<file path="src/hdl/tpc_pkg.sv">
`timescale 1ns / 1ps
`default_nettype none
// ----------------------------------------------------------------------------
// tpc_pkg: shared types and constants of the tftp payload classifier
// opcode values, packet kinds, verdict record and queue sizing
// ----------------------------------------------------------------------------
package tpc_pkg;

  // big-endian opcodes in the first two payload bytes
  localparam logic [15:0] OP_RRQ   = 16'd1;
  localparam logic [15:0] OP_WRQ   = 16'd2;
  localparam logic [15:0] OP_DATA  = 16'd3;
  localparam logic [15:0] OP_ACK   = 16'd4;
  localparam logic [15:0] OP_ERROR = 16'd5;

  // packet kind reported with the verdict
  localparam logic [2:0] KIND_NONE = 3'd0;

  // largest accepted error code, and the only accepted data or ack block
  localparam logic [15:0] MAX_ERROR_CODE = 16'd8;
  localparam logic [15:0] FIRST_BLOCK    = 16'd1;

  // default depth of the verdict queue between front and back
  localparam int QUEUE_DEPTH = 4;

  typedef struct packed {
    logic       is_tftp;
    logic [2:0] kind;
  } verdict_t;

endpackage
`default_nettype wire

</file>
<file path="src/hdl/tpc_front.sv">
`timescale 1ns / 1ps
`default_nettype none
// ----------------------------------------------------------------------------
// tpc_front: per-byte classifier
// tracks position, opcode, field word and the request pattern automaton;
// emits one verdict on the last byte of a packet
// ----------------------------------------------------------------------------
module tpc_front (
  input  wire logic              clk,
  input  wire logic              rst,
  input  wire logic              accept,
  input  wire logic [7:0]        payload_byte,
  input  wire logic              last_byte,
  output logic                   verdict_push,
  output tpc_pkg::verdict_t      verdict
);

  typedef enum logic [4:0] {
    ST_START      = 5'd0,
    ST_OPBYTE     = 5'd1,
    ST_NAME_FIRST = 5'd2,
    ST_NAME_MORE  = 5'd3,
    ST_MODE_FIRST = 5'd4,
    ST_NA_N       = 5'd5,
    ST_NA_E       = 5'd6,
    ST_NA_T       = 5'd7,
    ST_NA_A       = 5'd8,
    ST_NA_S       = 5'd9,
    ST_NA_C       = 5'd10,
    ST_NA_I1      = 5'd11,
    ST_NA_I2      = 5'd12,
    ST_OC_O       = 5'd13,
    ST_OC_C       = 5'd14,
    ST_OC_T       = 5'd15,
    ST_OC_E       = 5'd16,
    ST_OC_T2      = 5'd17,
    ST_MA_M       = 5'd18,
    ST_MA_A       = 5'd19,
    ST_MA_I       = 5'd20,
    ST_MA_L       = 5'd21
  } pat_state_t;

  logic [2:0]  pos;
  logic [2:0]  pos_next;
  logic [15:0] opcode_word;
  logic [15:0] opcode_next;
  logic [15:0] field_word;
  logic [15:0] field_next;
  pat_state_t  pat_state;
  pat_state_t  pat_state_next;
  logic        pat_done;
  logic        pat_done_next;
  logic        pat_failed;
  logic        pat_failed_next;

  logic [7:0]  lower_byte;
  logic        is_name_char;
  logic        letter_step;
  logic        letter_term;
  logic [7:0]  letter_expect;
  logic        ok;

  always_comb begin
    lower_byte = (payload_byte inside {["A":"Z"]}) ? payload_byte + 8'd32 : payload_byte;
    is_name_char = (payload_byte inside {"-", ".", " ", ["a":"z"], ["A":"Z"], ["1":"9"]});
  end

  // field capture and position
  always_comb begin
    opcode_next = opcode_word;
    field_next  = field_word;
    case (pos)
      3'd0:    opcode_next[15:8] = payload_byte;
      3'd1:    opcode_next[7:0]  = payload_byte;
      3'd2:    field_next[15:8]  = payload_byte;
      3'd3:    field_next[7:0]   = payload_byte;
      default: ;
    endcase
    pos_next = (pos == 3'd7) ? pos : pos + 3'd1;
  end

  // request pattern automaton
  always_comb begin
    pat_state_next  = pat_state;
    pat_done_next   = pat_done;
    pat_failed_next = pat_failed;
    letter_step     = 1'b0;
    letter_term     = 1'b0;
    letter_expect   = 8'h00;
    case (pat_state)
      ST_NA_N:  begin letter_step = 1'b1; letter_expect = "e"; end
      ST_NA_E:  begin letter_step = 1'b1; letter_expect = "t"; end
      ST_NA_T:  begin letter_step = 1'b1; letter_expect = "a"; end
      ST_NA_A:  begin letter_step = 1'b1; letter_expect = "s"; end
      ST_NA_S:  begin letter_step = 1'b1; letter_expect = "c"; end
      ST_NA_C:  begin letter_step = 1'b1; letter_expect = "i"; end
      ST_NA_I1: begin letter_step = 1'b1; letter_expect = "i"; end
      ST_NA_I2: begin letter_step = 1'b1; letter_term = 1'b1; end
      ST_OC_O:  begin letter_step = 1'b1; letter_expect = "c"; end
      ST_OC_C:  begin letter_step = 1'b1; letter_expect = "t"; end
      ST_OC_T:  begin letter_step = 1'b1; letter_expect = "e"; end
      ST_OC_E:  begin letter_step = 1'b1; letter_expect = "t"; end
      ST_OC_T2: begin letter_step = 1'b1; letter_term = 1'b1; end
      ST_MA_M:  begin letter_step = 1'b1; letter_expect = "a"; end
      ST_MA_A:  begin letter_step = 1'b1; letter_expect = "i"; end
      ST_MA_I:  begin letter_step = 1'b1; letter_expect = "l"; end
      ST_MA_L:  begin letter_step = 1'b1; letter_term = 1'b1; end
      default:  ;
    endcase

    if (!pat_done && !pat_failed) begin
      case (pat_state)
        ST_START: begin
          if (payload_byte == 8'h00) pat_state_next = ST_OPBYTE;
          else pat_failed_next = 1'b1;
        end
        ST_OPBYTE: begin
          if (payload_byte inside {8'h01, 8'h02, 8'h7c}) pat_state_next = ST_NAME_FIRST;
          else pat_failed_next = 1'b1;
        end
        ST_NAME_FIRST: begin
          if (is_name_char) pat_state_next = ST_NAME_MORE;
          else pat_failed_next = 1'b1;
        end
        ST_NAME_MORE: begin
          if (is_name_char) pat_state_next = ST_NAME_MORE;
          else if (payload_byte == 8'h00) pat_state_next = ST_MODE_FIRST;
          else pat_failed_next = 1'b1;
        end
        ST_MODE_FIRST: begin
          if (lower_byte == "n") pat_state_next = ST_NA_N;
          else if (lower_byte == "o") pat_state_next = ST_OC_O;
          else if (lower_byte == "m") pat_state_next = ST_MA_M;
          else pat_failed_next = 1'b1;
        end
        default: begin
          if (!letter_step) pat_failed_next = 1'b1;
          else if (letter_term) begin
            if (payload_byte == 8'h00) pat_done_next = 1'b1;
            else pat_failed_next = 1'b1;
          end else if (lower_byte == letter_expect) begin
            pat_state_next = pat_state_t'(pat_state + 5'd1);
          end else begin
            pat_failed_next = 1'b1;
          end
        end
      endcase
    end
  end

  // verdict on the last byte, from the updated state
  always_comb begin
    ok = 1'b0;
    if (pos >= 3'd2) begin
      case (opcode_next)
        tpc_pkg::OP_RRQ, tpc_pkg::OP_WRQ:  ok = pat_done_next;
        tpc_pkg::OP_DATA, tpc_pkg::OP_ACK: ok = (pos >= 3'd3) &&
                                                (field_next == tpc_pkg::FIRST_BLOCK);
        tpc_pkg::OP_ERROR:                 ok = (pos >= 3'd3) &&
                                                (field_next <= tpc_pkg::MAX_ERROR_CODE);
        default:                           ok = 1'b0;
      endcase
    end
    verdict_push    = accept && last_byte;
    verdict.is_tftp = ok;
    verdict.kind    = ok ? opcode_next[2:0] : tpc_pkg::KIND_NONE;
  end

  always_ff @(posedge clk) begin
    if (rst || (accept && last_byte)) begin
      pos         <= 3'd0;
      opcode_word <= 16'd0;
      field_word  <= 16'd0;
      pat_state   <= ST_START;
      pat_done    <= 1'b0;
      pat_failed  <= 1'b0;
    end else if (accept) begin
      pos         <= pos_next;
      opcode_word <= opcode_next;
      field_word  <= field_next;
      pat_state   <= pat_state_next;
      pat_done    <= pat_done_next;
      pat_failed  <= pat_failed_next;
    end
  end

  // a new packet always starts from the beginning
  a_restart: assert property (@(posedge clk) disable iff (rst)
    (accept && last_byte) |=> (pos == 3'd0 && pat_state == ST_START))
    else $error("packet state not cleared after last byte");

  // a kind is reported only with a positive verdict
  a_kind: assert property (@(posedge clk) disable iff (rst)
    verdict_push |-> (verdict.is_tftp == (verdict.kind != tpc_pkg::KIND_NONE)))
    else $error("packet kind disagrees with verdict");

  // the automaton never ends up both matched and failed
  a_pat: assert property (@(posedge clk) disable iff (rst)
    !(pat_done && pat_failed))
    else $error("pattern both done and failed");

endmodule
`default_nettype wire

</file>
<file path="src/hdl/tpc_queue.sv">
`timescale 1ns / 1ps
`default_nettype none
// ----------------------------------------------------------------------------
// tpc_queue: verdict queue
// small register fifo between the classifier front and the result stage
// ----------------------------------------------------------------------------
module tpc_queue #(
  parameter int DEPTH = tpc_pkg::QUEUE_DEPTH
) (
  input  wire logic              clk,
  input  wire logic              rst,
  input  wire logic              wr_en,
  input  wire tpc_pkg::verdict_t wr_data,
  output logic                   full,
  input  wire logic              rd_en,
  output tpc_pkg::verdict_t      rd_data,
  output logic                   not_empty
);

  localparam int AW = $clog2(DEPTH);

  tpc_pkg::verdict_t mem [DEPTH];
  logic [AW-1:0] wr_ptr;
  logic [AW-1:0] rd_ptr;
  logic [AW:0]   count;

  assign full      = (count == (AW+1)'(DEPTH));
  assign not_empty = (count != '0);
  assign rd_data   = mem[rd_ptr];

  always_ff @(posedge clk) begin
    if (wr_en) begin
      mem[wr_ptr] <= wr_data;
    end
  end

  always_ff @(posedge clk) begin
    if (rst) begin
      wr_ptr <= '0;
      rd_ptr <= '0;
      count  <= '0;
    end else begin
      if (wr_en) begin
        wr_ptr <= (wr_ptr == AW'(DEPTH - 1)) ? '0 : wr_ptr + AW'(1);
      end
      if (rd_en) begin
        rd_ptr <= (rd_ptr == AW'(DEPTH - 1)) ? '0 : rd_ptr + AW'(1);
      end
      if (wr_en && !rd_en) count <= count + (AW+1)'(1);
      else if (!wr_en && rd_en) count <= count - (AW+1)'(1);
    end
  end

  a_no_overflow: assert property (@(posedge clk) disable iff (rst)
    !(wr_en && full))
    else $error("verdict queue written while full");

  a_no_underflow: assert property (@(posedge clk) disable iff (rst)
    rd_en |-> not_empty)
    else $error("verdict queue read while empty");

  a_count: assert property (@(posedge clk) disable iff (rst)
    count <= (AW+1)'(DEPTH))
    else $error("verdict queue count out of range");

endmodule
`default_nettype wire

</file>
<file path="src/hdl/tpc_back.sv">
`timescale 1ns / 1ps
`default_nettype none
// ----------------------------------------------------------------------------
// tpc_back: result stage
// pulls verdicts from the queue into an output register for the consumer
// ----------------------------------------------------------------------------
module tpc_back (
  input  wire logic              clk,
  input  wire logic              rst,
  input  wire logic              q_valid,
  input  wire tpc_pkg::verdict_t q_data,
  output logic                   q_rd,
  output logic                   empty,
  input  wire logic              pop,
  output logic                   is_tftp,
  output logic [2:0]             packet_kind
);

  logic              held;
  tpc_pkg::verdict_t result;

  // refill whenever the register is free or being drained
  assign q_rd        = q_valid && (!held || pop);
  assign empty       = !held;
  assign is_tftp     = result.is_tftp;
  assign packet_kind = result.kind;

  always_ff @(posedge clk) begin
    if (rst) begin
      held <= 1'b0;
    end else if (q_rd) begin
      held <= 1'b1;
    end else if (pop) begin
      held <= 1'b0;
    end
  end

  always_ff @(posedge clk) begin
    if (q_rd) begin
      result <= q_data;
    end
  end

  // a waiting verdict is not dropped before it is popped
  a_hold: assert property (@(posedge clk) disable iff (rst)
    (held && !pop) |=> (held && $stable(result)))
    else $error("result changed before it was taken");

endmodule
`default_nettype wire

</file>
<file path="src/hdl/tftp_payload_classifier_top.sv">
`timescale 1ns / 1ps
`default_nettype none
// ----------------------------------------------------------------------------
// tftp_payload_classifier_top: tftp payload classifier
// byte-serial classifier giving one tftp verdict per packet
// ----------------------------------------------------------------------------
// Payload bytes are pushed one per item, in order, with last_byte marking the
// final byte of a packet. Only the last byte produces a result: is_tftp and
// packet_kind (0 none, 1 rrq, 2 wrq, 3 data, 4 ack, 5 error). A packet is tftp
// when it has at least three bytes, its big-endian opcode is 1 to 5, and the
// per-opcode test holds: requests must match 0x00, opcode byte, filename,
// 0x00, netascii/octet/mail in any case, 0x00 (later bytes ignored); data and
// ack need block number 1; error needs a code of at most 8. The block takes
// one byte every clock cycle while full is low: the classifier front updates
// its small automaton for each byte and never stalls on its own. A verdict is
// written into the verdict queue at the edge that accepts its last byte and
// is loaded from there into the output register once that register is free
// or being popped. full rises only when the verdict queue (QUEUE_DEPTH
// entries) and the output register are both occupied because the consumer
// is not popping; bytes that are not last still need a queue slot free to
// be accepted.
// ----------------------------------------------------------------------------
module tftp_payload_classifier_top #(
  parameter int QUEUE_DEPTH = tpc_pkg::QUEUE_DEPTH
) (
  input  wire logic       clk,
  input  wire logic       rst,
  // byte input, queue style
  input  wire logic       push,
  output logic            full,
  input  wire logic [7:0] payload_byte,
  input  wire logic       last_byte,
  // verdict output, queue style
  output logic            empty,
  input  wire logic       pop,
  output logic            is_tftp,
  output logic [2:0]      packet_kind
);

  logic              accept;
  logic              verdict_push;
  tpc_pkg::verdict_t verdict;
  logic              q_full;
  logic              q_not_empty;
  logic              q_rd;
  tpc_pkg::verdict_t q_data;

  // an item is taken whenever the verdict queue has room
  assign full   = q_full;
  assign accept = push && !q_full;

  // front: position, opcode, field word and request pattern per byte
  tpc_front u_front (
    .clk          (clk),
    .rst          (rst),
    .accept       (accept),
    .payload_byte (payload_byte),
    .last_byte    (last_byte),
    .verdict_push (verdict_push),
    .verdict      (verdict)
  );

  // decouples the front from a stalled consumer
  tpc_queue #(
    .DEPTH (QUEUE_DEPTH)
  ) u_queue (
    .clk       (clk),
    .rst       (rst),
    .wr_en     (verdict_push),
    .wr_data   (verdict),
    .full      (q_full),
    .rd_en     (q_rd),
    .rd_data   (q_data),
    .not_empty (q_not_empty)
  );

  // back: output register presenting the oldest verdict
  tpc_back u_back (
    .clk         (clk),
    .rst         (rst),
    .q_valid     (q_not_empty),
    .q_data      (q_data),
    .q_rd        (q_rd),
    .empty       (empty),
    .pop         (pop),
    .is_tftp     (is_tftp),
    .packet_kind (packet_kind)
  );

endmodule
`default_nettype wire
</file>
<file path="config.mk">
export PLATFORM = sky130hd
export DESIGN_NAME = tftp_payload_classifier_top
export DESIGN_NICKNAME = d
export VERILOG_FILES = /design/src/hdl/tpc_pkg.sv /design/src/hdl/tpc_front.sv /design/src/hdl/tpc_queue.sv /design/src/hdl/tpc_back.sv /design/src/hdl/tftp_payload_classifier_top.sv
export SDC_FILE = /design/constraint.sdc
export NUM_CORES = 1
export LEC_CHECK = 0
export ABC_AREA = 0
export BUFFER_PORTS_ARGS = -buffer_cell sky130_fd_sc_hd__buf_2
export CAP_MARGIN = 20
export CORE_MARGIN = 5
export CORE_UTILIZATION = 47
export DETAILED_ROUTE_END_ITERATION = 12
export PLACE_DENSITY = 0.76
export RECOVER_POWER = 25
export SLEW_MARGIN = 40
export SYNTH_ARGS = -nofsm -noshare
export SYNTH_HDL_FRONTEND = slang
export SYNTH_SLANG_ARGS = --single-unit
</file>
<file path="constraint.sdc">
create_clock -name clk -period 6.4 [get_ports clk]
set_input_delay 0.96 -clock clk [delete_from_list [all_inputs] [get_ports clk]]
set_output_delay 0.96 -clock clk [all_outputs]
set_load 0.005 [all_outputs]
</file>
### Word level (Yosys, flattened, before mapping)

Memories as Yosys holds them, arrays and structs flattened. A register that Yosys moved wholly into a read port is not among the register bits.
Cells that the tools add are included.

* register bits after elaboration: 50
* RAM bits: 16
* memories: 1

Memories
* u_queue.mem: depth 4, width 4, rd ports 1, clocked after memory_dff 1, write ports 1, RTL line tpc_queue.sv:22 `tpc_pkg::verdict_t mem [DEPTH];`

* $add $sub $neg: 7
* magnitude comparators: 9
* eq/ne operators: 57
* muxes and demuxes: 47
* bitwise gates (word level): 1
* reductions and logical operators: 42

Operator list (number)
* 5-bit 2-to-1 mux: 11
* 7-bit one-hot mux with 7 select lines: 1
* 5-bit by 4-bit equality test with 1-bit output, second input constant: 8
* 8-bit 2-to-1 mux: 5
* 16-bit by 1-bit equality test with 1-bit output, second input constant: 2
* 16-bit by 2-bit equality test with 1-bit output, second input constant: 2
* 16-bit by 3-bit equality test with 1-bit output, second input constant: 2
* 8-bit by 7-bit equality test with 1-bit output, second input constant: 4
* 5-bit equality test, second input constant: 6
* 5-bit one-hot mux with 5 select lines: 1
* 8-bit by 6-bit equality test with 1-bit output, second input constant: 3
* 1-bit 2-to-1 mux: 22
* 5-bit by 3-bit equality test with 1-bit output, second input constant: 4
* 6-bit nonzero test: 3
* 17-bit OR reduction: 1
* 8-bit by 7-bit greater-or-equal comparator with 1-bit output, second input constant: 2
* 16-bit by 4-bit less-or-equal comparator with 1-bit output, second input constant: 1
* 8-bit by 7-bit less-or-equal comparator with 1-bit output, second input constant: 2
* 2-bit != test, second input constant: 6
* 1-bit logical AND: 11
* 5-bit by 2-bit equality test with 1-bit output, second input constant: 2
* 10-bit AND reduction: 1
* 2-bit OR reduction: 5
* 3-bit 2-to-1 mux: 3
* 36 further kinds: 55

### Longest topological paths before layout

Gate-level depths: netlist (run 1).

* depth after elaboration: 10
* gate-level depth with buffers: 11
* mapped depth without buffers: 10

### By module

From an unflattened synthesis (run 1), not the netlist that was laid out.

* cells, all modules: 492
* area total of the unflattened synthesis: 4307.9 um^2

By module, submodules not included
* tpc_front: times used 1, cells each 417, area each 3109.2 um^2, seq. area each 840.8 um^2
* tpc_queue: times used 1, cells each 64, area each 1019.7 um^2, seq. area each 660.6 um^2
* tpc_back: times used 1, cells each 10, area each 165.2 um^2, seq. area each 140.1 um^2
* tftp_payload_classifier_top: times used 1, cells each 1, area each 13.8 um^2, seq. area each 0.0 um^2

### Least setup slack after synthesis (run 1)

OpenSTA, ideal clock, no wires.

* kind: input -> register
* from: input port payload_byte[5]
* to: register u_front.pat_state[0]
* arrival: 3.016 ns
* data required time: 6.328 ns
* setup slack: 3.312 ns
* stages on the path: 8
* path buffers: 0
* path through: ha_1 or3b_1 a21o_1 a2111o_1 o21ba_1 a211oi_4 a21boi_4 mux2i_1

* word-level cells in the longest chain between the ends: 7

RTL lines
* start, declared: RTL line tftp_payload_classifier_top.sv:31 `input wire logic [7:0] payload_byte,`
* 8-bit by 7-bit greater-or-equal comparator with 1-bit output or 8-bit by 7-bit less-or-equal comparator with 1-bit output (tied branches): RTL line tpc_front.sv:64, tpc_front.sv:65
* 1-bit logical AND: RTL line tpc_front.sv:64, tpc_front.sv:65
* 8-bit 2-to-1 mux: RTL line tpc_front.sv:64 `lower_byte = (payload_byte inside {["A":"Z"]}) ? payload_byte + 8'd32 : payload_byte;`
* 8-bit by 7-bit equality test with 1-bit output: RTL line tpc_front.sv:132 `else if (lower_byte == "o") pat_state_next = ST_OC_O;`
* 5-bit 2-to-1 mux: RTL line tpc_front.sv:132
* 5-bit 2-to-1 mux: RTL line tpc_front.sv:131 `if (lower_byte == "n") pat_state_next = ST_NA_N;`
* 5-bit one-hot mux with 5 select lines: RTL line tpc_front.sv:112 `case (pat_state)`
* end signal, assigned: RTL line tpc_front.sv:181 `pat_state <= pat_state_next;`
* end, declared: RTL line tpc_front.sv:49 `pat_state_t pat_state;`

Parallel ways exist; a longest one is shown, timed or not.
A chain may end at the register's enable or synchronous reset.

### Worst setup path in the final report (run 1)

* from: input port push
* to: register u_queue.count[2]

* word-level cells in the longest chain between the ends: 5

RTL lines
* start, declared: RTL line tftp_payload_classifier_top.sv:29 `input wire logic push,`
* 1-bit logical AND (*): RTL line tftp_payload_classifier_top.sv:50 `assign accept = push && !q_full;`
* 1-bit logical AND (*): RTL line tpc_front.sv:164 `verdict_push = accept && last_byte;`
* named net u_front.verdict_push: RTL line tpc_front.sv:14 `output logic verdict_push,`
* 1-bit logical NOT: RTL line tpc_queue.sv:50 `else if (!wr_en && rd_en) count <= count - (AW+1)'(1);`
* 1-bit logical AND: RTL line tpc_queue.sv:50
* 2-bit nonzero test (no source line)
* end signal, assigned: RTL line tpc_queue.sv:49 `if (wr_en && !rd_en) count <= count + (AW+1)'(1);`
* end signal, assigned: RTL line tpc_queue.sv:50
* end, declared: RTL line tpc_queue.sv:25 `logic [AW:0] count;`

The timed path passes the listed nets; every way through them passes the cells marked *.

==> results by group, run 1 <==
Run status
  – Status: finished clean

GRT
  – Largest net degree at the start of global routing: 41
  – Congestion Overflow GR: 0
  – Initial antenna violation count: 0
  – Vias in the first global route: between 3000 and 4000
  – First-pass GRT wire length: about 16000 um
  – Total GRT Usage: 0.183

Min path
  – Hold WC Path Type: reg2reg

STA
  – Worst Tran Pin Value: 1.13 ns
  – Max Freq: about 290 MHz
  – Final setup vio count: 0
  – Slew Viols, Final: 0
  – Setup Skew: 0.00726 ns
  – Slew margin rel.: 0.248
  – Min Hold Slack: roughly 0.46 ns
  – Sum Neg Setup Slack: 0 ns
  – RSZ-0062 raised after global routing: false
  – Final Hold Fails: 0
  – Crit path time final: 3.51 ns
  – Final period utilization: 0.548

Clock network
  – Max clock buf depth: 2
  – TritonCTS clock tree: built
  – H-Tree Depth: 3
  – CTS sink cnt: 70
  – Skew-Pair Late Insertion Delay: roughly 0.35 ns
  – Clock transition at the registers of the reported paths: around 0.07 ns
  – Post-CTS Setup Bufs: 0
  – CTS Buf Count: 9
  – CTS root buffer: clkbuf_8
  – Cts hold-fix bufs: 0
  – Post_cts resized: 0

Cells and area
  – Util after Layout: 0.524
  – Diode count: 0
  – Synth-to-layout area growth: 7.38%
  – Final nets: around 490
  – Layout cell share with drive strength beyond 1: 0.108
  – Layout filler cell count: roughly 780

Floorplan
  – Top Ports: 19
  – Chip Height: about 100 um
  – Starting density of the core: 0.488
  – Die Area: 10600 sq um
  – Num rows: 33
  – Core area: approximately 8300 sq um
  – Die Wd: 103 um

Synthesis
  – Synthesized area per cell: just under 9 sq um
  – Warnings, synthesis: 0
  – Top cell type by total area after synthesis: dfxtp_1
  – Synth top area share: 0.247
  – Synthesized flop and latch total: 70
  – Cells after synthesis: 458
  – Post-synth EDFFs: 20
  – Ys async rst share: 0
  – Ys flop type: dfxtp_1
  – Seq/Total Area, Yosys: 0.395
  – Area contributors post-synth: dfxtp_1 25%, edfxtp_1 15%, mux2i_1 6.4%, ha_1 5.6%, nor2_1 5.4%
  – Count leader, synth: nor2_1
  – Post-synth cell types: 69
  – Syn Nets: 490
  – Cell area after synthesis: slightly above 4000 sq um
  – Top cells by count, synth: 58 x nor2_1, 50 x dfxtp_1, 37 x a21oi_1

Placement
  – GPL Wtd Cong: a little over 0.9
  – Port bufs: 18
  – DPL Wire Length: just over 6000 um

Pwr
  – Clock power frac: 0.298
  – Maximum vdd drop: around 0.16 mV
  – Switch Pwr: around 370 uW
  – Internal: approximately 800 uW
  – Power Dens Cells: between 200 and 300 nW/um^2
  – Lkg Pwr: about 0.0017 uW
  – Sequential share of power: 0.464
  – Logic pwr share: 0.238
  – Power after layout: around 1200 uW
  – Switch share: 0.314

Critical path
  – Slowest-stage cell, CP: clkbuf_1
  – Crit Path Max Fanout: 26
  – Startpoint Class: input pin
  – Worst EP required: roughly 6.7 ns
  – CP Cell Sequence: buf_2 > nor2b_1 > clkbuf_1 > nand2_1 > inv_1 > ha_1 > inv_1 > fa_1 > xor2_1 > or3_1 > a21oi_1
  – Setup crit end kind: flop
  – Critical path class: in2reg
  – Slowest Stage Delay on Critical Path: ~0.84 ns
  – Cell mode on critical path: inv_1
  – WP data arrival: 3.79 ns

Flow run
  – Max Cap Viol: 0

Detailed routing
  – Drt drc: 0
  – Via count: between 3000 and 4000
  – Routed Antenna Nets: 0
  – Routed WL: 9010 um
  – Drt via density: between 5 and 6
  – Iter 0 DRT Violations: approximately 320
  – Pre-antenna DRT Iters: 5
  – WL/cell: between 15 and 20 um
==> layout make-up <==
type                            instances  area, sq um  share of cell area
Clock buffer                            9          124              0.0285
Tap cell                              105          131              0.0302
Timing Repair Buffer                   20          101              0.0233
Multi-Input combinational cell        333         2220               0.511
Inverter                               26         97.6              0.0224
Sequential cell                        70         1600               0.368
Clock inverter                          7         73.8              0.0170
==> cells by family after synthesis <==
family | after synthesis | synth area share
and+or+nand+nor | 173 | 0.214
muxes | 30 | 0.0864
AOI/OAI and AO/OA | 105 | 0.174
adders and majority gates | 19 | 0.0605
xor gates and xnor gates | 6 | 0.0130
DFF | 70 | 0.395
buffers and inverters | 55 | 0.0565
==> cell usage in the layout (no fill, tap or decap), types with 2 or more instances in the layout <==
cell       instances
and3_1             5
nand2_1           32
nor2b_1            9
mux2i_1           26
o31ai_1            3
clkbuf_8           9
a21oi_1           37
a211oi_1           6
nor2_1            58
or3_1              6
a32oi_1            2
xor2_1             5
a21boi_0           2
o21ai_1            7
inv_2              4
buf_2             18
dfxtp_1           50
o21ai_0           10
o211ai_1           4
or4_1              5
o2111ai_1          4
and4_1             2
edfxtp_1          20
nand3_1           17
clkinv_4           2
nor3_1            16
o22ai_1            4
a31oi_1            5
mux4_2             4
nor4_1             7
ha_1              18
inv_1             21
nand4b_1           3
nand2b_1           4
clkinv_2           2
==> state kept, by name, summed over array words and instances, names as in the netlist, 3 cells and up <==
name / cells
u_front.pat_state: 5
u_front.pos: 3
u_back.packet_kind: 3
u_front.field_word: 16
u_queue.mem: 16
u_queue.count: 3
u_front.opcode_word: 16
==> power groups by stage <==
stage | Sequential (uW) | Clock [uW] | Combinational (uW)
3_5_place_dp | 564 | 0 | 284
3_3_place_gp | 561 | 0 | 273
5_1_grt | 564 | 383 | 319
6_report | 553 | 355 | 283
2_1_floorplan | 550 | 0 | 226
4_1_cts | 554 | 365 | 287
==> final timing paths <==
kind,slack [ns],end,from,depth (start not counted)
hold / removal,0.46,u_front.field_word[13]$_SDFFE_PP0P_,u_front.field_word[13]$_SDFFE_PP0P_,2
hold reg to reg,0.46,u_front.field_word[13]$_SDFFE_PP0P_,u_front.field_word[13]$_SDFFE_PP0P_,2
setup reg to reg,3.07,u_queue.count[2]$_SDFFE_PP0P_,u_queue.count[0]$_SDFFE_PP0P_,11
setup / recovery,2.89,u_queue.count[2]$_SDFFE_PP0P_,push,11
==> worst max-delay path, delay by kind of cell <==
| family | cells | cell delay, ns |
|---|---|---|
| buffers and inverters | 4 | 1.16 |
| AND/OR/NAND/NOR | 3 | 0.71 |
| adder cells (fa/ha/maj) | 2 | 0.63 |
| XOR/XNOR | 1 | 0.18 |
| AO/OA/AOI/OAI | 1 | 0.14 |
==> layer usage <==
metal	share of wire	track usage	wire length (um)	vias to the layer above
met2	0.48	0.304	4350	116
met5	0	0	0	-
met3	0.063	0.0467	563	19
met4	0.016	0.0538	147	0
li1	-	-	-	1667
met1	0.44	0.237	3940	1616
==> per-stage QoR <==
step	instance area (sq um)	cells	worst slack [ns]
final	4350	570	2.89
after global routing	4350	570	2.57
after CTS	4360	570	3.25
after detailed placement	4160	554	2.86
after global placement	4160	554	2.98
after floorplan	4050	458	3.31
Note: power is estimated with default switching activity, not from simulation.
==> inputs of run 2 (changes only) <==
- ABC_AREA: 0 -> 1
- clock period: 6.4 -> 3.3 ns (I/O delays scaled with it)
==> run 2 against run 1 <==
Compared with the run above: area after synthesis up 8.1%; highest routed layer unchanged; largest power group unchanged; count of clock-buffer cells in the layout unchanged; core utilization down 0.35 points; largest cell class unchanged; die area up 7.3%; first-iteration DRC count down 20%; non-clock buffer count up 1; sequential share of layout area down 3.2 points; critical path depth down 1.
==> results by group, run 2 <==
Cells and area
  – Top Registers: u_front.field_word x16, u_front.opcode_word x16, u_queue.mem x16
  – Final nets: approximately 690
  – Layout filler cell count: 903
  – Synth-to-layout area growth: 8.79%
  – Most common cell after layout, fill and taps aside: nand2_1
  – Post-Layout Inst Area: about 4800 sq um
  – Diode count: 0
  – Layout cell share with drive strength beyond 1: 0.124
  – Commonest cells after routing, fill and taps aside: 163 x nand2_1, 89 x nor2_1, 65 x inv_1

Placement
  – Placed cell area: between 4000 and 5000 sq um
  – Port bufs: 18
  – DPL Wire Length: about 7400 um
  – GPL Wtd Cong: between 0.9 and 1

GRT
  – Vias in the first global route: 3832
  – Largest net degree at the start of global routing: 48
  – Initial antenna violation count: 0
  – First-pass GRT wire length: roughly 17000 um
  – Total GRT Usage: 0.181
  – Congestion Overflow GR: 0

Synthesis
  – Synth top area share: 0.228
  – Area contributors post-synth: dfxtp_1 23%, nand2_1 14%, edfxtp_1 14%, nor2_1 7.6%, a21oi_1 6.4%
  – Cell area after synthesis: 4380 sq um
  – Ys flop type: dfxtp_1
  – Ys async rst share: 0
  – Syn Nets: 675
  – Synthesized flop and latch total: 70
  – Post-synth cell types: 38
  – Top cells by count, synth: 162 x nand2_1, 89 x nor2_1, 65 x inv_1
  – Seq/Total Area, Yosys: 0.366
  – Count leader, synth: nand2_1
  – Synthesized area per cell: approximately 6.8 sq um
  – Post-synth EDFFs: 20
  – Warnings, synthesis: 0
  – Top cell type by total area after synthesis: dfxtp_1
  – Cells after synthesis: between 600 and 700

Clock network
  – CTS root buffer: clkbuf_8
  – CTS Buf Count: 9
  – H-Tree Depth: 3
  – Cts hold-fix bufs: 0
  – Post_cts resized: 0
  – Skew-Pair Late Insertion Delay: between 0.3 and 0.4 ns
  – Clock transition at the registers of the reported paths: roughly 0.080 ns
  – Max clock buf depth: 2
  – CTS sink cnt: 70
  – Post-CTS Setup Bufs: 0
  – TritonCTS clock tree: built

Detailed routing
  – Iter 0 DRT Violations: ~260
  – WL/cell: 12.9 um
  – Via count: ~4000
  – Routed Antenna Nets: 0
  – Drt via density: between 5 and 6
  – Routed WL: approximately 10000 um
  – Drt drc: 0
  – Pre-antenna DRT Iters: 5

Pwr
  – Power Dens Cells: 557 nW/um^2
  – Lkg Pwr: 0.00206 uW
  – Maximum vdd drop: around 0.24 mV

STA
  – RSZ-0062 raised after global routing: false
  – Final period utilization: 0.820
  – Final Hold Fails: 0
  – Final setup vio count: 0
  – Max Freq: 369 MHz
  – Worst Tran Pin Value: 0.485 ns
  – Setup Skew: 0.0123 ns
  – Slew margin rel.: 0.677
  – Slew Viols, Final: 0
  – Crit path time final: between 2 and 3 ns
  – Sum Neg Setup Slack: 0 ns

Run status
  – Status: finished clean

Critical path
  – Worst EP required: around 3.5 ns
  – R2r startpoint: u_front.pos[1]$_SDFFE_PP0P_
  – Setup crit end kind: flop
  – Crit Path Max Fanout: 16
  – WP data arrival: roughly 2.9 ns
  – Critical path class: reg2reg
  – Startpoint Class: flop
  – Worst Setup SP: u_front.pos[1]$_SDFFE_PP0P_

Min path
  – Hold WC Path Type: in2reg
  – Worst Hold Launch: rst

Floorplan
  – Die Area: between 10000 and 15000 sq um
  – Num rows: 35
  – Chip Height: ~110 um
  – Top Ports: 19
  – Starting density of the core: 0.479
  – Core area: a little over 9000 sq um
  – Die Wd: between 100 and 150 um

Flow run
  – Max Cap Viol: 0
## run 2: cell count changes in the layout (fill, tap and decap cells not counted), sizes merged, moves of 9 or more
cell / delta
a21oi: +20
inv: +52
mux2i: -26
nand2: +143
nand3: +18
nor2: +40
nor2b: -9
nor3: -9
o21ai: +32
or2: +10
## run 2: stage by stage
step,utilization,power [uW],hold slack (ns),std cells,setup slack (ns)
floorplan,-,1680,0.441,643,1.10
global placement,0.497,1860,0.448,757,0.811
detailed placement,0.497,1880,0.452,757,0.691
CTS,0.522,2670,0.326,773,0.637
global route,0.521,2840,0.339,773,0.248
finish,0.521,2650,0.335,773,0.593
## run 2: final timing paths
| check | cells past startpoint | end | slack [ns] |
|---|---|---|---|
| worst max-delay path | 10 | u_queue.mem[1][1]$_DFFE_PP_ | 0.59 |
| worst min-delay path | 2 | u_queue.count[0]$_SDFFE_PP0P_ | 0.33 |
| worst max register to register | 10 | u_queue.mem[1][1]$_DFFE_PP_ | 0.59 |
| worst min register to register | 2 | u_front.opcode_word[8]$_SDFFE_PP0P_ | 0.46 |
## run 2: where the power goes
group          internal, uW  switching (uW)
combinational           261             528
clock                   437             356
sequential             1000            70.3
## run 2: routing by layer
| metal | wire, um | GRT usage | vias to the layer above |
|---|---|---|---|
| li1 | - | - | 2109 |
| met1 | 4570 | 0.229 | 1882 |
| met2 | 4780 | 0.307 | 103 |
| met3 | 435 | 0.0383 | 17 |
| met4 | 175 | 0.0603 | 0 |
| met5 | 0 | 0 | - |
## run 2: area by class of cell
type / instances / area (sq um) / share of cell area
Multi-Input combinational cell: 480 / 2410 / 0.505
Inverter: 75 / 284 / 0.0596
Timing Repair Buffer: 21 / 108 / 0.0226
Tap cell: 111 / 139 / 0.0291
Clock buffer: 9 / 124 / 0.0260
Clock inverter: 7 / 105 / 0.0220
Sequential cell: 70 / 1600 / 0.336
## run 2: kinds of logic (layout without fill, tap and decap cells)
kind of cell,Yosys count,in the layout,synth area share
buf+inv,93,112,0.0848
xor+xnor,1,1,0.00200
compound gates,126,126,0.158
flops,70,70,0.366
simple gates,334,334,0.334
fa+ha+maj,19,19,0.0560
## run 2: critical path, cell delays in order, from the launching register on
cell and delay (ns):
dfxtp_1 0.34, inv_1 0.14, ha_1 0.16, nand2_1 0.28, o21ai_0 0.43, nand2_1 0.14, o41ai_1 0.33, nand3_1 0.14
a21oi_2 0.25, inv_2 0.07, nor2_1 0.23
==> inputs of run 3 (changes only) <==
- clock period: 3.3 -> 2.7 ns (I/O delays scaled with it)
==> run 3 against run 2 <==
Compared with the run above: power up 17%; largest cell class unchanged; hold slack worse by 0.082 ns; final area unchanged; core utilization unchanged; clock skew down 0.0026 ns; maximum frequency up 12%; die area unchanged; register-to-register slack worse by 0.30 ns; first-iteration DRC count up 19%; sequential cell count unchanged; clock power up 0.5%; via count up 0.95%.
==> results by group, run 3 (synthesis gave the netlist of run 2 again) <==
Detailed routing
  – Drt drc: 0
  – Routed Antenna Nets: 0
  – Pre-antenna DRT Iters: 5
  – WL/cell: about 13 um
  – Via count: 4150
  – Drt via density: 5.35
  – Routed WL: 9980 um
  – Iter 0 DRT Violations: 306

Cells and area
  – Commonest cells after routing, fill and taps aside: 161 x nand2_1, 87 x nor2_1, 65 x inv_1
  – Post-Layout Inst Area: between 4000 and 5000 sq um
  – Diode count: 0
  – Final nets: about 690
  – Most common cell after layout, fill and taps aside: nand2_1
  – Layout cell share with drive strength beyond 1: 0.133
  – Synth-to-layout area growth: 8.79%
  – Layout filler cell count: between 800 and 900
  – Top Registers: u_front.field_word x16, u_front.opcode_word x16, u_queue.mem x16

Critical path
  – Critical path class: reg2reg
  – Worst EP required: ~3.0 ns
  – Crit Path Max Fanout: 10
  – R2R setup slack: 0.29 ns
  – Setup crit end kind: flop
  – WP data arrival: roughly 2.7 ns
  – Startpoint Class: flop

Clock network
  – TritonCTS clock tree: built
  – CTS Buf Count: 9
  – CTS root buffer: clkbuf_8
  – H-Tree Depth: 3
  – Clock transition at the registers of the reported paths: 0.08 ns
  – Skew-Pair Late Insertion Delay: 0.35 ns
  – Max clock buf depth: 2
  – CTS sink cnt: 70

STA
  – Setup Skew: 0.00970 ns
  – Final Hold Fails: 0
  – Crit path time final: 2.41 ns
  – RSZ-0062 raised after global routing: false
  – Slew Viols, Final: 0
  – Final setup vio count: 0
  – Sum Neg Setup Slack: 0 ns
  – Final setup margin: about 0.3 ns
  – Worst Tran Pin Value: 0.444 ns
  – Final period utilization: 0.891
  – Min Hold Slack: around 0.25 ns
  – Slew margin rel.: 0.703
  – Max Freq: approximately 420 MHz

Floorplan
  – Starting density of the core: 0.479
  – Top Ports: 19
  – Core area: 9150 sq um
  – Num rows: 35
  – Die Wd: between 100 and 150 um
  – Chip Height: approximately 110 um
  – Die Area: ~11000 sq um

Placement
  – GPL Wtd Cong: 0.939
  – DPL Wire Length: 7440 um
  – Port bufs: 18
  – Placed cell area: 4570 sq um
  – Dpl ws: about 0.18 ns

GRT
  – Vias in the first global route: ~3900
  – First-pass GRT wire length: about 17000 um
  – Largest net degree at the start of global routing: 47
  – Initial antenna violation count: 0
  – Congestion Overflow GR: 0
  – Total GRT Usage: 0.183

Pwr
  – Power Dens Cells: 649 nW/um^2
  – Lkg Pwr: between 0.002 and 0.0025 uW
  – Logic pwr share: 0.318
  – Internal: approximately 1900 uW
  – Maximum vdd drop: approximately 0.25 mV
  – Switch Pwr: 1180 uW
  – Switch share: 0.383
  – Clock power frac: 0.258
  – Sequential share of power: 0.424

Run status
  – Status: finished clean

Min path
  – Hold WC Path Type: in2reg

Flow run
  – Max Cap Viol: 0
==> run 3: worst max-delay path, stage by stage, from the launching register on <==
cell	delay [ns]
dfxtp_1	0.42
nor3_1	0.09
or2_2	0.35
inv_1	0.10
nand2_1	0.18
inv_1	0.10
ha_1	0.14
inv_1	0.08
fa_1	0.44
nor2_1	0.12
nor2_1	0.05
nand2_1	0.07
o21ai_0	0.07
a21oi_1	0.12
==> run 3: cell type report <==
cell class              count  area (sq um)  share of cell area
inverters                  75           284              0.0596
flip-flops and latches     70          1600               0.336
multi-input cells         480          2420               0.509
repair buffers             23           131              0.0276
clock buffers               9           124              0.0260
well taps                 111           139              0.0291
clock inverters             7          62.6              0.0131
==> run 3: timing repair <==
item,CTS,global route
buffers inserted,0,1
endpoints found under the setup margin,0,12
hold buffers,0,0
resized for setup,0,7
==> run 3: per-stage QoR <==
stage | utilization | std cells | total power [uW]
finish | 0.521 | 775 | 3090
global route | 0.521 | 775 | 3330
CTS | 0.519 | 774 | 3110
detailed placement | 0.499 | 758 | 2320
global placement | 0.499 | 758 | 2280
floorplan | - | 643 | 2050
==> run 3: path summary, 6_finish.rpt <==
path | from | endpoint | depth (start not counted)
worst max-delay path | u_queue.count[0]$_SDFFE_PP0P_ | u_queue.count[2]$_SDFFE_PP0P_ | 13
worst min-delay path | rst | u_queue.count[0]$_SDFFE_PP0P_ | 2
worst min register to register | u_front.opcode_word[9]$_SDFFE_PP0P_ | u_front.opcode_word[9]$_SDFFE_PP0P_ | 2
worst max register to register | u_queue.count[0]$_SDFFE_PP0P_ | u_queue.count[2]$_SDFFE_PP0P_ | 13
==> run 3: layer usage <==
| layer | vias up | GRT usage | part of all wire |
|---|---|---|---|
| li1 | 2121 | - | - |
| met1 | 1889 | 0.223 | 0.44 |
| met2 | 125 | 0.319 | 0.48 |
| met3 | 15 | 0.0437 | 0.063 |
| met4 | 0 | 0.0575 | 0.016 |
| met5 | - | 0 | 0 |
==> run 3: power by group through the flow <==
stage	combinational [uW]	sequential [uW]	clock (uW)
finish	985	1310	797
global route	1130	1330	868
CTS	989	1310	812
detailed placement	984	1330	0
global placement	954	1330	0
floorplan	746	1310	0
